`config.mk`:
```
export PLATFORM = sky130hd
export DESIGN_NAME = meter_packet_receiver_flat
export DESIGN_NICKNAME = d
export VERILOG_FILES = /design/src/design/mpr_pkg.sv /design/src/design/mpr_if.sv /design/src/design/mpr_in_stage.sv /design/src/design/mpr_frame.sv /design/src/design/mpr_out_stage.sv /design/src/design/meter_packet_receiver.sv /design/src/flat_wrapper.sv
export VERILOG_INCLUDE_DIRS = /design/src /design/src/design
export SDC_FILE = /design/constraint.sdc
export NUM_CORES = 1
export LEC_CHECK = 0
export BUFFER_PORTS_ARGS = -buffer_cell sky130_fd_sc_hd__buf_2
export CORE_MARGIN = 1
export CORE_UTILIZATION = 38
export DETAILED_ROUTE_END_ITERATION = 16
export GPL_ROUTABILITY_DRIVEN = 0
export SLEW_MARGIN = 30
export SYNTH_ARGS = -nofsm -noshare
export SYNTH_HDL_FRONTEND = slang
export SYNTH_SLANG_ARGS = --single-unit
```
`constraint.sdc`:
```
create_clock -name clk_i -period 15.9 [get_ports clk_i]
set_input_delay 0.795 -clock clk_i [delete_from_list [all_inputs] [get_ports clk_i]]
set_output_delay 0.795 -clock clk_i [all_outputs]
set_load 0.01 [all_outputs]
```
`src/design/meter_packet_receiver_macros.svh`:
```
// ----------------------------------------------------------------------------
// Meter packet receiver assertion macros
// Concurrent assertion forms for the receiver's frame logic.
// ----------------------------------------------------------------------------
`ifndef METER_PACKET_RECEIVER_MACROS_SVH
`define METER_PACKET_RECEIVER_MACROS_SVH

// Property checked on every rising clock edge outside reset.
`define MPR_ASSERT(lbl, clk, rstn, prop) \
  lbl: assert property (@(posedge clk) disable iff (!rstn) (prop)) \
    else $error("%m: assertion failed");

// Same-cycle implication checked outside reset.
`define MPR_ASSERT_IMPL(lbl, clk, rstn, ante, cons) \
  lbl: assert property (@(posedge clk) disable iff (!rstn) (ante) |-> (cons)) \
    else $error("%m: implication failed");

// Next-cycle implication checked outside reset.
`define MPR_ASSERT_NEXT(lbl, clk, rstn, ante, cons) \
  lbl: assert property (@(posedge clk) disable iff (!rstn) (ante) |=> (cons)) \
    else $error("%m: next-cycle implication failed");

`endif

```
`src/design/mpr_pkg.sv`:
```
// ----------------------------------------------------------------------------
// Meter packet receiver package
// Types and constants shared by the receiver's modules.
// ----------------------------------------------------------------------------
`default_nettype none

package mpr_pkg;

  localparam int unsigned ReadingW    = 24;
  localparam int unsigned NumReadings = 7;
  localparam int unsigned IdxW        = 5;
  localparam int unsigned SlotW       = 3;

  localparam logic [7:0]      SyncByte = 8'hAE;
  localparam logic [IdxW-1:0] CheckPos = 5'd29;
  localparam logic [IdxW-1:0] FirstPos = 5'd8;

  // Request opcode.
  typedef enum logic {
    OP_BYTE = 1'b0,
    OP_TICK = 1'b1
  } op_e;

  // Result kind.
  typedef enum logic {
    KIND_RECORD = 1'b0,
    KIND_BAD    = 1'b1
  } kind_e;

  // Byte position inside a three-byte reading.
  typedef enum logic [1:0] {
    POS_LOW  = 2'd0,
    POS_MID  = 2'd1,
    POS_HIGH = 2'd2
  } pos_e;

  typedef logic [NumReadings-1:0][ReadingW-1:0] reading_set_t;

  typedef struct packed {
    op_e        op;
    logic [7:0] rx_byte;
  } in_item_t;

  typedef struct packed {
    logic         valid;
    kind_e        kind;
    reading_set_t readings;
  } result_t;

endpackage

`default_nettype wire

```
`src/design/mpr_if.sv`:
```
// ----------------------------------------------------------------------------
// Meter packet receiver channels
// Input request channel and result channel, valid/ready handshake.
// ----------------------------------------------------------------------------
`default_nettype none

interface mpr_in_if;
  logic       valid;
  logic       ready;
  logic       op;
  logic [7:0] rx_byte;

  modport source (output valid, output op, output rx_byte, input ready);
  modport sink   (input valid, input op, input rx_byte, output ready);
endinterface

interface mpr_out_if;
  logic        valid;
  logic        ready;
  logic        kind;
  logic signed [23:0] volts_rms;
  logic signed [23:0] amps_rms;
  logic signed [23:0] power_now;
  logic signed [23:0] power_mean;
  logic signed [23:0] power_factor;
  logic signed [23:0] line_freq;
  logic signed [23:0] energy_total;

  modport source (
    output valid, output kind, output volts_rms, output amps_rms, output power_now,
    output power_mean, output power_factor, output line_freq, output energy_total,
    input ready
  );
  modport sink (
    input valid, input kind, input volts_rms, input amps_rms, input power_now,
    input power_mean, input power_factor, input line_freq, input energy_total,
    output ready
  );
endinterface

`default_nettype wire

```
`src/design/mpr_in_stage.sv`:
```
// ----------------------------------------------------------------------------
// Meter packet receiver input stage
// Registers one request and releases it when the frame logic advances.
// ----------------------------------------------------------------------------
`default_nettype none

module mpr_in_stage
  import mpr_pkg::*;
(
  input  wire logic clk_i,
  input  wire logic rst_ni,
  mpr_in_if.sink    in_i,
  input  wire logic advance_i,
  output logic      valid_o,
  output in_item_t  item_o
);

  logic     valid_q, valid_d;
  in_item_t item_q;
  logic     take;

  // Accept a new request when empty or when the held one moves on.
  assign in_i.ready = !valid_q || advance_i;
  assign take       = in_i.valid && in_i.ready;

  always_comb begin
    valid_d = valid_q;
    if (take) begin
      valid_d = 1'b1;
    end else if (advance_i) begin
      valid_d = 1'b0;
    end
  end

  always_ff @(posedge clk_i or negedge rst_ni) begin
    if (!rst_ni) begin
      valid_q <= 1'b0;
    end else begin
      valid_q <= valid_d;
    end
  end

  // Payload register.
  always_ff @(posedge clk_i) begin
    if (take) begin
      item_q <= '{op: op_e'(in_i.op), rx_byte: in_i.rx_byte};
    end
  end

  assign valid_o = valid_q;
  assign item_o  = item_q;

endmodule

`default_nettype wire

```
`src/design/mpr_frame.sv`:
```
// ----------------------------------------------------------------------------
// Meter packet receiver frame logic
// Sync hunt, checksum, reading assembly, record latch and tick handling.
// ----------------------------------------------------------------------------
`default_nettype none
`include "meter_packet_receiver_macros.svh"

module mpr_frame
  import mpr_pkg::*;
(
  input  wire logic     clk_i,
  input  wire logic     rst_ni,
  input  wire logic     advance_i,
  input  wire in_item_t item_i,
  output result_t       res_o
);

  logic            listening_q, listening_d;
  logic            rec_valid_q, rec_valid_d;
  logic [IdxW-1:0] idx_q, idx_d;
  logic [7:0]      sum_q, sum_d;
  logic [15:0]     low_q, low_d;
  pos_e            pos_q, pos_d;
  logic [SlotW-1:0] slot_q, slot_d;
  reading_set_t    frame_q;
  reading_set_t    store_q;
  logic            frame_wr;
  logic            store_ld;
  logic [7:0]      b;
  logic [7:0]      sum_next;

  assign b        = item_i.rx_byte;
  assign sum_next = sum_q + b;

  // Next-state and result logic for the request held in the input stage.
  always_comb begin
    listening_d = listening_q;
    rec_valid_d = rec_valid_q;
    idx_d       = idx_q;
    sum_d       = sum_q;
    low_d       = low_q;
    pos_d       = pos_q;
    slot_d      = slot_q;
    frame_wr    = 1'b0;
    store_ld    = 1'b0;
    res_o       = '{valid: 1'b0, kind: KIND_RECORD, readings: '0};

    if (advance_i) begin
      if (item_i.op == OP_TICK) begin
        // A tick reports the latched record and reopens listening.
        if (rec_valid_q) begin
          res_o = '{valid: 1'b1, kind: KIND_RECORD, readings: store_q};
        end
        rec_valid_d = 1'b0;
        listening_d = 1'b1;
      end else if (listening_q) begin
        if (idx_q == '0) begin
          // Hunting for the sync byte.
          if (b == SyncByte) begin
            sum_d  = b;
            idx_d  = IdxW'(1);
            pos_d  = POS_LOW;
            slot_d = '0;
          end
        end else if (idx_q < CheckPos) begin
          sum_d = sum_next;
          idx_d = idx_q + IdxW'(1);
          if (idx_q >= FirstPos) begin
            unique case (pos_q)
              POS_LOW: begin
                low_d = {8'h00, b};
                pos_d = POS_MID;
              end
              POS_MID: begin
                low_d[15:8] = b;
                pos_d       = POS_HIGH;
              end
              POS_HIGH: begin
                frame_wr = (slot_q < SlotW'(NumReadings));
                pos_d    = POS_LOW;
                slot_d   = slot_q + SlotW'(1);
              end
              default: begin
                pos_d = POS_LOW;
              end
            endcase
          end
        end else begin
          // Checksum byte: the whole frame sums to zero when good.
          idx_d = '0;
          if (sum_next == 8'h00) begin
            store_ld    = 1'b1;
            rec_valid_d = 1'b1;
            listening_d = 1'b0;
          end else begin
            res_o = '{valid: 1'b1, kind: KIND_BAD, readings: '0};
          end
        end
      end
    end
  end

  always_ff @(posedge clk_i or negedge rst_ni) begin
    if (!rst_ni) begin
      listening_q <= 1'b0;
      rec_valid_q <= 1'b0;
      idx_q       <= '0;
      sum_q       <= '0;
      low_q       <= '0;
      pos_q       <= POS_LOW;
      slot_q      <= '0;
    end else begin
      listening_q <= listening_d;
      rec_valid_q <= rec_valid_d;
      idx_q       <= idx_d;
      sum_q       <= sum_d;
      low_q       <= low_d;
      pos_q       <= pos_d;
      slot_q      <= slot_d;
    end
  end

  // Reading storage: frame in progress and latched record.
  always_ff @(posedge clk_i) begin
    if (frame_wr) begin
      frame_q[slot_q] <= {b, low_q};
    end
    if (store_ld) begin
      store_q <= frame_q;
    end
  end

  // A frame is only in progress while listening.
  `MPR_ASSERT_IMPL(a_frame_listen, clk_i, rst_ni, idx_q != '0, listening_q)
  // No result appears without a request moving through.
  `MPR_ASSERT_IMPL(a_res_adv, clk_i, rst_ni, res_o.valid, advance_i)
  // A tick always leaves the receiver listening with no pending record.
  `MPR_ASSERT_NEXT(a_tick, clk_i, rst_ni, advance_i && item_i.op == OP_TICK,
                   listening_q && !rec_valid_q)
  // A stored record ends listening and leaves the receiver hunting.
  `MPR_ASSERT_NEXT(a_store, clk_i, rst_ni, store_ld,
                   rec_valid_q && !listening_q && idx_q == '0)

endmodule

`default_nettype wire

```
`src/design/mpr_out_stage.sv`:
```
// ----------------------------------------------------------------------------
// Meter packet receiver output stage
// Result register that holds one result until the consumer takes it.
// ----------------------------------------------------------------------------
`default_nettype none

module mpr_out_stage
  import mpr_pkg::*;
(
  input  wire logic    clk_i,
  input  wire logic    rst_ni,
  input  wire result_t res_i,
  output logic         space_o,
  mpr_out_if.source    out_o
);

  logic         valid_q;
  kind_e        kind_q;
  reading_set_t rd_q;

  // The register can load when empty or when its result leaves this cycle.
  assign space_o = !valid_q || out_o.ready;

  always_ff @(posedge clk_i or negedge rst_ni) begin
    if (!rst_ni) begin
      valid_q <= 1'b0;
    end else if (space_o) begin
      valid_q <= res_i.valid;
    end
  end

  always_ff @(posedge clk_i) begin
    if (space_o && res_i.valid) begin
      kind_q <= res_i.kind;
      rd_q   <= res_i.readings;
    end
  end

  assign out_o.valid        = valid_q;
  assign out_o.kind         = kind_q;
  assign out_o.volts_rms    = signed'(rd_q[0]);
  assign out_o.amps_rms     = signed'(rd_q[1]);
  assign out_o.power_now    = signed'(rd_q[2]);
  assign out_o.power_mean   = signed'(rd_q[3]);
  assign out_o.power_factor = signed'(rd_q[4]);
  assign out_o.line_freq    = signed'(rd_q[5]);
  assign out_o.energy_total = signed'(rd_q[6]);

endmodule

`default_nettype wire

```
`src/design/meter_packet_receiver.sv`:
```
// Throughput: one request (byte or tick) per cycle while the result register
// has space, set by the single-pass frame logic between the input register and
// the result register, which holds each result until it is taken.
// A stalled result does not block the next request until the input register fills.
// Reset (asynchronous, active low) leaves the receiver not listening, hunting
// for sync, with no record; reading storage is not cleared.
// ----------------------------------------------------------------------------
// Meter packet receiver
// Framed power meter byte stream receiver with checksum and tick reporting.
// ----------------------------------------------------------------------------
`default_nettype none

module meter_packet_receiver
  import mpr_pkg::*;
(
  input  wire logic clk_i,
  input  wire logic rst_ni,
  mpr_in_if.sink    in_i,
  mpr_out_if.source out_o
);

  logic     s1_valid;
  in_item_t s1_item;
  logic     space;
  logic     advance;
  result_t  res;

  // The held request is processed when the result register can take it.
  assign advance = s1_valid && space;

  mpr_in_stage u_in (
    .clk_i     (clk_i),
    .rst_ni    (rst_ni),
    .in_i      (in_i),
    .advance_i (advance),
    .valid_o   (s1_valid),
    .item_o    (s1_item)
  );

  mpr_frame u_frame (
    .clk_i     (clk_i),
    .rst_ni    (rst_ni),
    .advance_i (advance),
    .item_i    (s1_item),
    .res_o     (res)
  );

  mpr_out_stage u_out (
    .clk_i   (clk_i),
    .rst_ni  (rst_ni),
    .res_i   (res),
    .space_o (space),
    .out_o   (out_o)
  );

endmodule

`default_nettype wire
```
`src/flat_wrapper.sv`:
```
// flat-port wrapper written by rule: the top's interface ports become plain ports
module meter_packet_receiver_flat import mpr_pkg::*;
  (clk_i, rst_ni, in_i_valid, in_i_op, in_i_rx_byte, in_i_ready, out_o_valid, out_o_kind, out_o_volts_rms, out_o_amps_rms, out_o_power_now, out_o_power_mean, out_o_power_factor, out_o_line_freq, out_o_energy_total, out_o_ready);
  mpr_in_if in_i_i ();
  mpr_out_if out_o_i ();
  input  wire logic clk_i;
  input  wire logic rst_ni;
  input wire logic [$bits(in_i_i.valid)-1:0] in_i_valid;
  input wire logic [$bits(in_i_i.op)-1:0] in_i_op;
  input wire logic [$bits(in_i_i.rx_byte)-1:0] in_i_rx_byte;
  output wire logic [$bits(in_i_i.ready)-1:0] in_i_ready;
  output wire logic [$bits(out_o_i.valid)-1:0] out_o_valid;
  output wire logic [$bits(out_o_i.kind)-1:0] out_o_kind;
  output wire logic [$bits(out_o_i.volts_rms)-1:0] out_o_volts_rms;
  output wire logic [$bits(out_o_i.amps_rms)-1:0] out_o_amps_rms;
  output wire logic [$bits(out_o_i.power_now)-1:0] out_o_power_now;
  output wire logic [$bits(out_o_i.power_mean)-1:0] out_o_power_mean;
  output wire logic [$bits(out_o_i.power_factor)-1:0] out_o_power_factor;
  output wire logic [$bits(out_o_i.line_freq)-1:0] out_o_line_freq;
  output wire logic [$bits(out_o_i.energy_total)-1:0] out_o_energy_total;
  input wire logic [$bits(out_o_i.ready)-1:0] out_o_ready;
  assign in_i_i.valid = in_i_valid;
  assign in_i_i.op = in_i_op;
  assign in_i_i.rx_byte = in_i_rx_byte;
  assign in_i_ready = in_i_i.ready;
  assign out_o_valid = out_o_i.valid;
  assign out_o_kind = out_o_i.kind;
  assign out_o_volts_rms = out_o_i.volts_rms;
  assign out_o_amps_rms = out_o_i.amps_rms;
  assign out_o_power_now = out_o_i.power_now;
  assign out_o_power_mean = out_o_i.power_mean;
  assign out_o_power_factor = out_o_i.power_factor;
  assign out_o_line_freq = out_o_i.line_freq;
  assign out_o_energy_total = out_o_i.energy_total;
  assign out_o_i.ready = out_o_ready;
  meter_packet_receiver u_core (.clk_i(clk_i), .rst_ni(rst_ni), .in_i(in_i_i), .out_o(out_o_i));
endmodule
```
==> impl_metrics.ini <==
[status]
status = complete, no violations

[drt]
met1Wirelength_um = 15900
post_drt_via_cell_ratio = 4.67
vias = 8323
drtIter0Drc = 654
dr.max_layer_used = met4
wl_um = 35400
wl_per_cell_um = 19.8
firstDrtPassIters = 4
drc = 0
met2_length_um = 16800
wl_met3_um = 1850
ant_nets = 0

[grt]
first_global_vias = 8312
grt_first_pass_wirelength_um = 51700
antenna_found_initial = 0
grt_max_degree = 113
overflow = 0
grt_usage_pct = 14.0

[logic_synthesis]
synth-edff-count = 514
yosysUniqueCellTypes = 49
ys.flop_type = edfxtp_1
synth_common_cells = edfxtp_1, and2_1, dfrtp_1, o21ai_0, clkbuf_1
async_flop_share_pct = 6.88
yosys_warnings = 0
synth_top_family_by_area = simple AND/OR/NAND/NOR gates
ys_seq_area_share_pct = 88.0
syn_nets = 925
synth_compound_area_share_pct = 2.03
synth-simple-area-share_pct = 7.74
synthCells = 901
synth_top_area_cell = edfxtp_1
synth.most_common_cell = edfxtp_1
synth.area.top_cells = edfxtp_1, and2_1, dfrtp_1, ha_1, o21ai_0
synth.ff_latch_count = 552
synth_adder_area_share_pct = 0.779
synth.top_cell.area_share_pct = 82.9
avgSynthCellArea_um2 = 20.7
synthXorXnorAreaFrac_pct = 0.282
muxShareOfSynthArea_pct = 0.484
syn_area_um2 = 18600

[worst_setup_path]
setup.worst_path.end_class = register
cp_data_required_time_ps = 16110
critPathMaxFanout = 85
worstSetupPathType = register to register
worstPathArrival_ps = 4880
reg2reg_depth = 10
start_kind = register

[clocking]
cts_resized = 0
clk_path_buf_depth = 3
htreeDepth = 2
clk_latency_ps = 580
clk_pin_slew_ps = 60
cts_tree = built
root_buffer = clkbuf_16
holdBufCountCts = 0
cts_setup_buffers = 0
numCtsBuffers = 52
cts.sinks = 552

[die]
num_rows = 80
die_h_um = 223
ios = 184
dieArea_um2 = 49900
fp.coreArea_um2 = 48000
start_util_pct = 38.8
dieWidth_um = 223

[timing]
max_slew.worst_pin.slew_ps = 955
min_period_over_period_pct = 29.4
rsz0062_at_grt = false
tns_ps = 0
finalHoldViolCount = 0
max_freq_ghz = 0.214
fin_crit_ps = 4670
maxSlewHeadroom_pct = 36.0
maxSlewViolCount = 0
finClkSkew_ps = 15.8
setup_viol = 0

[final_layout]
diodes = 0
utilization_pct = 46.3
fillers = 4001
nets = 1148
drive_gt1_share_pct = 25.4
synthToLayoutAreaGrowth_pct = 19.4

[job]
cap_violations = 0

[power_and_ir_drop]
ir_drop_v = 0.0000701
p_leak_nw = 8.11
powerDensity_nw_per_um2 = 137

[placed_design]
dp_hpwl_um = 21400
port-buffer-count = 183

[min_path]
hold_path.class = primary input to async pin
[critical path: stages, from the launching register on]
cell,delay [ps]
edfxtp_1,560
ha_1,300
fa_1,400
a211oi_1,370
nor2_1,110
xor2_1,170
or4_4,530
nor4_4,390
and2_4,520
buf_12,260
buf_6,580
[power by group]
part | switching, mW | total (mW) | leakage [nW] | internal (mW)
registers | 0.0218 | 1.61 | 5.19 | 1.58
clock network | 0.522 | 1.33 | 0.894 | 0.807
logic | 0.0717 | 0.119 | 2.03 | 0.0475
[stage by stage]
step | setup WS (ps) | std cells | total power [mW] | hold WS [ps] | area [µm²]
2_1_floorplan | 636 | 901 | 1.72 | 400 | 18600
3_3_place_gp | 10740 | 1683 | 1.75 | 401 | 20300
3_5_place_dp | 11280 | 1685 | 1.76 | 405 | 20400
4_1_cts | 11250 | 1782 | 3.08 | 184 | 22200
5_1_grt | 10960 | 1782 | 3.15 | 208 | 22200
6_report | 11230 | 1782 | 3.05 | 196 | 22200
[path summary, 6_finish.rpt]
check	startpoint	end	slack, ps
max in group asynchronous	rst_ni	u_core.u_frame.idx_q[0]$_DFFE_PN0P_	15290
max	u_core.u_in.item_o[0]$_DFFE_PP_	u_core.u_frame.store_q[91]$_DFFE_PP_	11230
max reg2reg	u_core.u_in.item_o[0]$_DFFE_PP_	u_core.u_frame.store_q[91]$_DFFE_PP_	11230
min in group clk_i	in_i_op	u_core.u_in.item_o[8]$_DFFE_PP_	390
min	rst_ni	u_core.u_frame.low_q[6]$_DFFE_PN0P_	200
min reg2reg	u_core.u_frame.frame_q[24]$_DFFE_PP_	u_core.u_frame.store_q[24]$_DFFE_PP_	410
[sequential cells by signal, summed over array words and instances (netlist names)]
register and count:
u_core.u_frame.listening_q 1, u_core.u_in.item_o 9, u_core.u_out.out_o.kind 1, u_core.u_out.out_o.line_freq 24
u_core.u_out.out_o.power_factor 24, u_core.u_out.out_o.amps_rms 24, u_core.u_out.out_o.power_mean 24, u_core.u_frame.low_q 16
u_core.u_frame.pos_q 2, u_core.u_frame.store_q 168, u_core.u_frame.sum_q 8, u_core.u_out.out_o.energy_total 24
u_core.u_in.valid_o 1, u_core.u_frame.frame_q 168, u_core.u_out.out_o.valid 1, u_core.u_out.out_o.volts_rms 24
u_core.u_frame.rec_valid_q 1, u_core.u_frame.slot_q 3, u_core.u_out.out_o.power_now 24, u_core.u_frame.idx_q 5
[routing by layer]
metal,track usage (%),vias to the layer above
met5,0,-
met4,4.53,0
met3,3.44,54
met2,22.2,231
met1,19.1,4198
li1,-,3840
[area by class of cell]
cell class | count | area [µm²] | share of cell area, %
repair buffers | 192 | 1020 | 4.60
inverters | 11 | 41.3 | 0.186
clock inverters | 35 | 492 | 2.21
well taps | 615 | 769 | 3.46
flip-flops and latches | 552 | 16400 | 73.7
clock buffers | 62 | 1360 | 6.11
multi-input cells | 315 | 2180 | 9.78
[cell usage in the layout (no fill, tap or decap), types with 5 or more instances in the layout]
cell type    n
a21oi_1      5
a22o_1       5
and2_1     169
buf_2      182
buf_4        5
bufinv_16   12
clkbuf_1     8
clkbuf_16   52
clkinv_1    12
dfrtp_1     38
edfxtp_1   514
ha_1        10
inv_1       11
mux2_2       8
nand2_1     12
nand3_1     12
nor2_1       9
nor2_4       5
o21ai_0     21
[cell families (layout without fill, tap and decap cells)]
group / after synthesis / count (layout)
compound gates: 55 / 55
xor+xnor: 6 / 6
fa+ha+maj: 11 / 11
buf+inv: 34 / 300
flops: 552 / 552
mux: 8 / 8
simple gates: 235 / 235
Power figures use the tool's default switching activity.
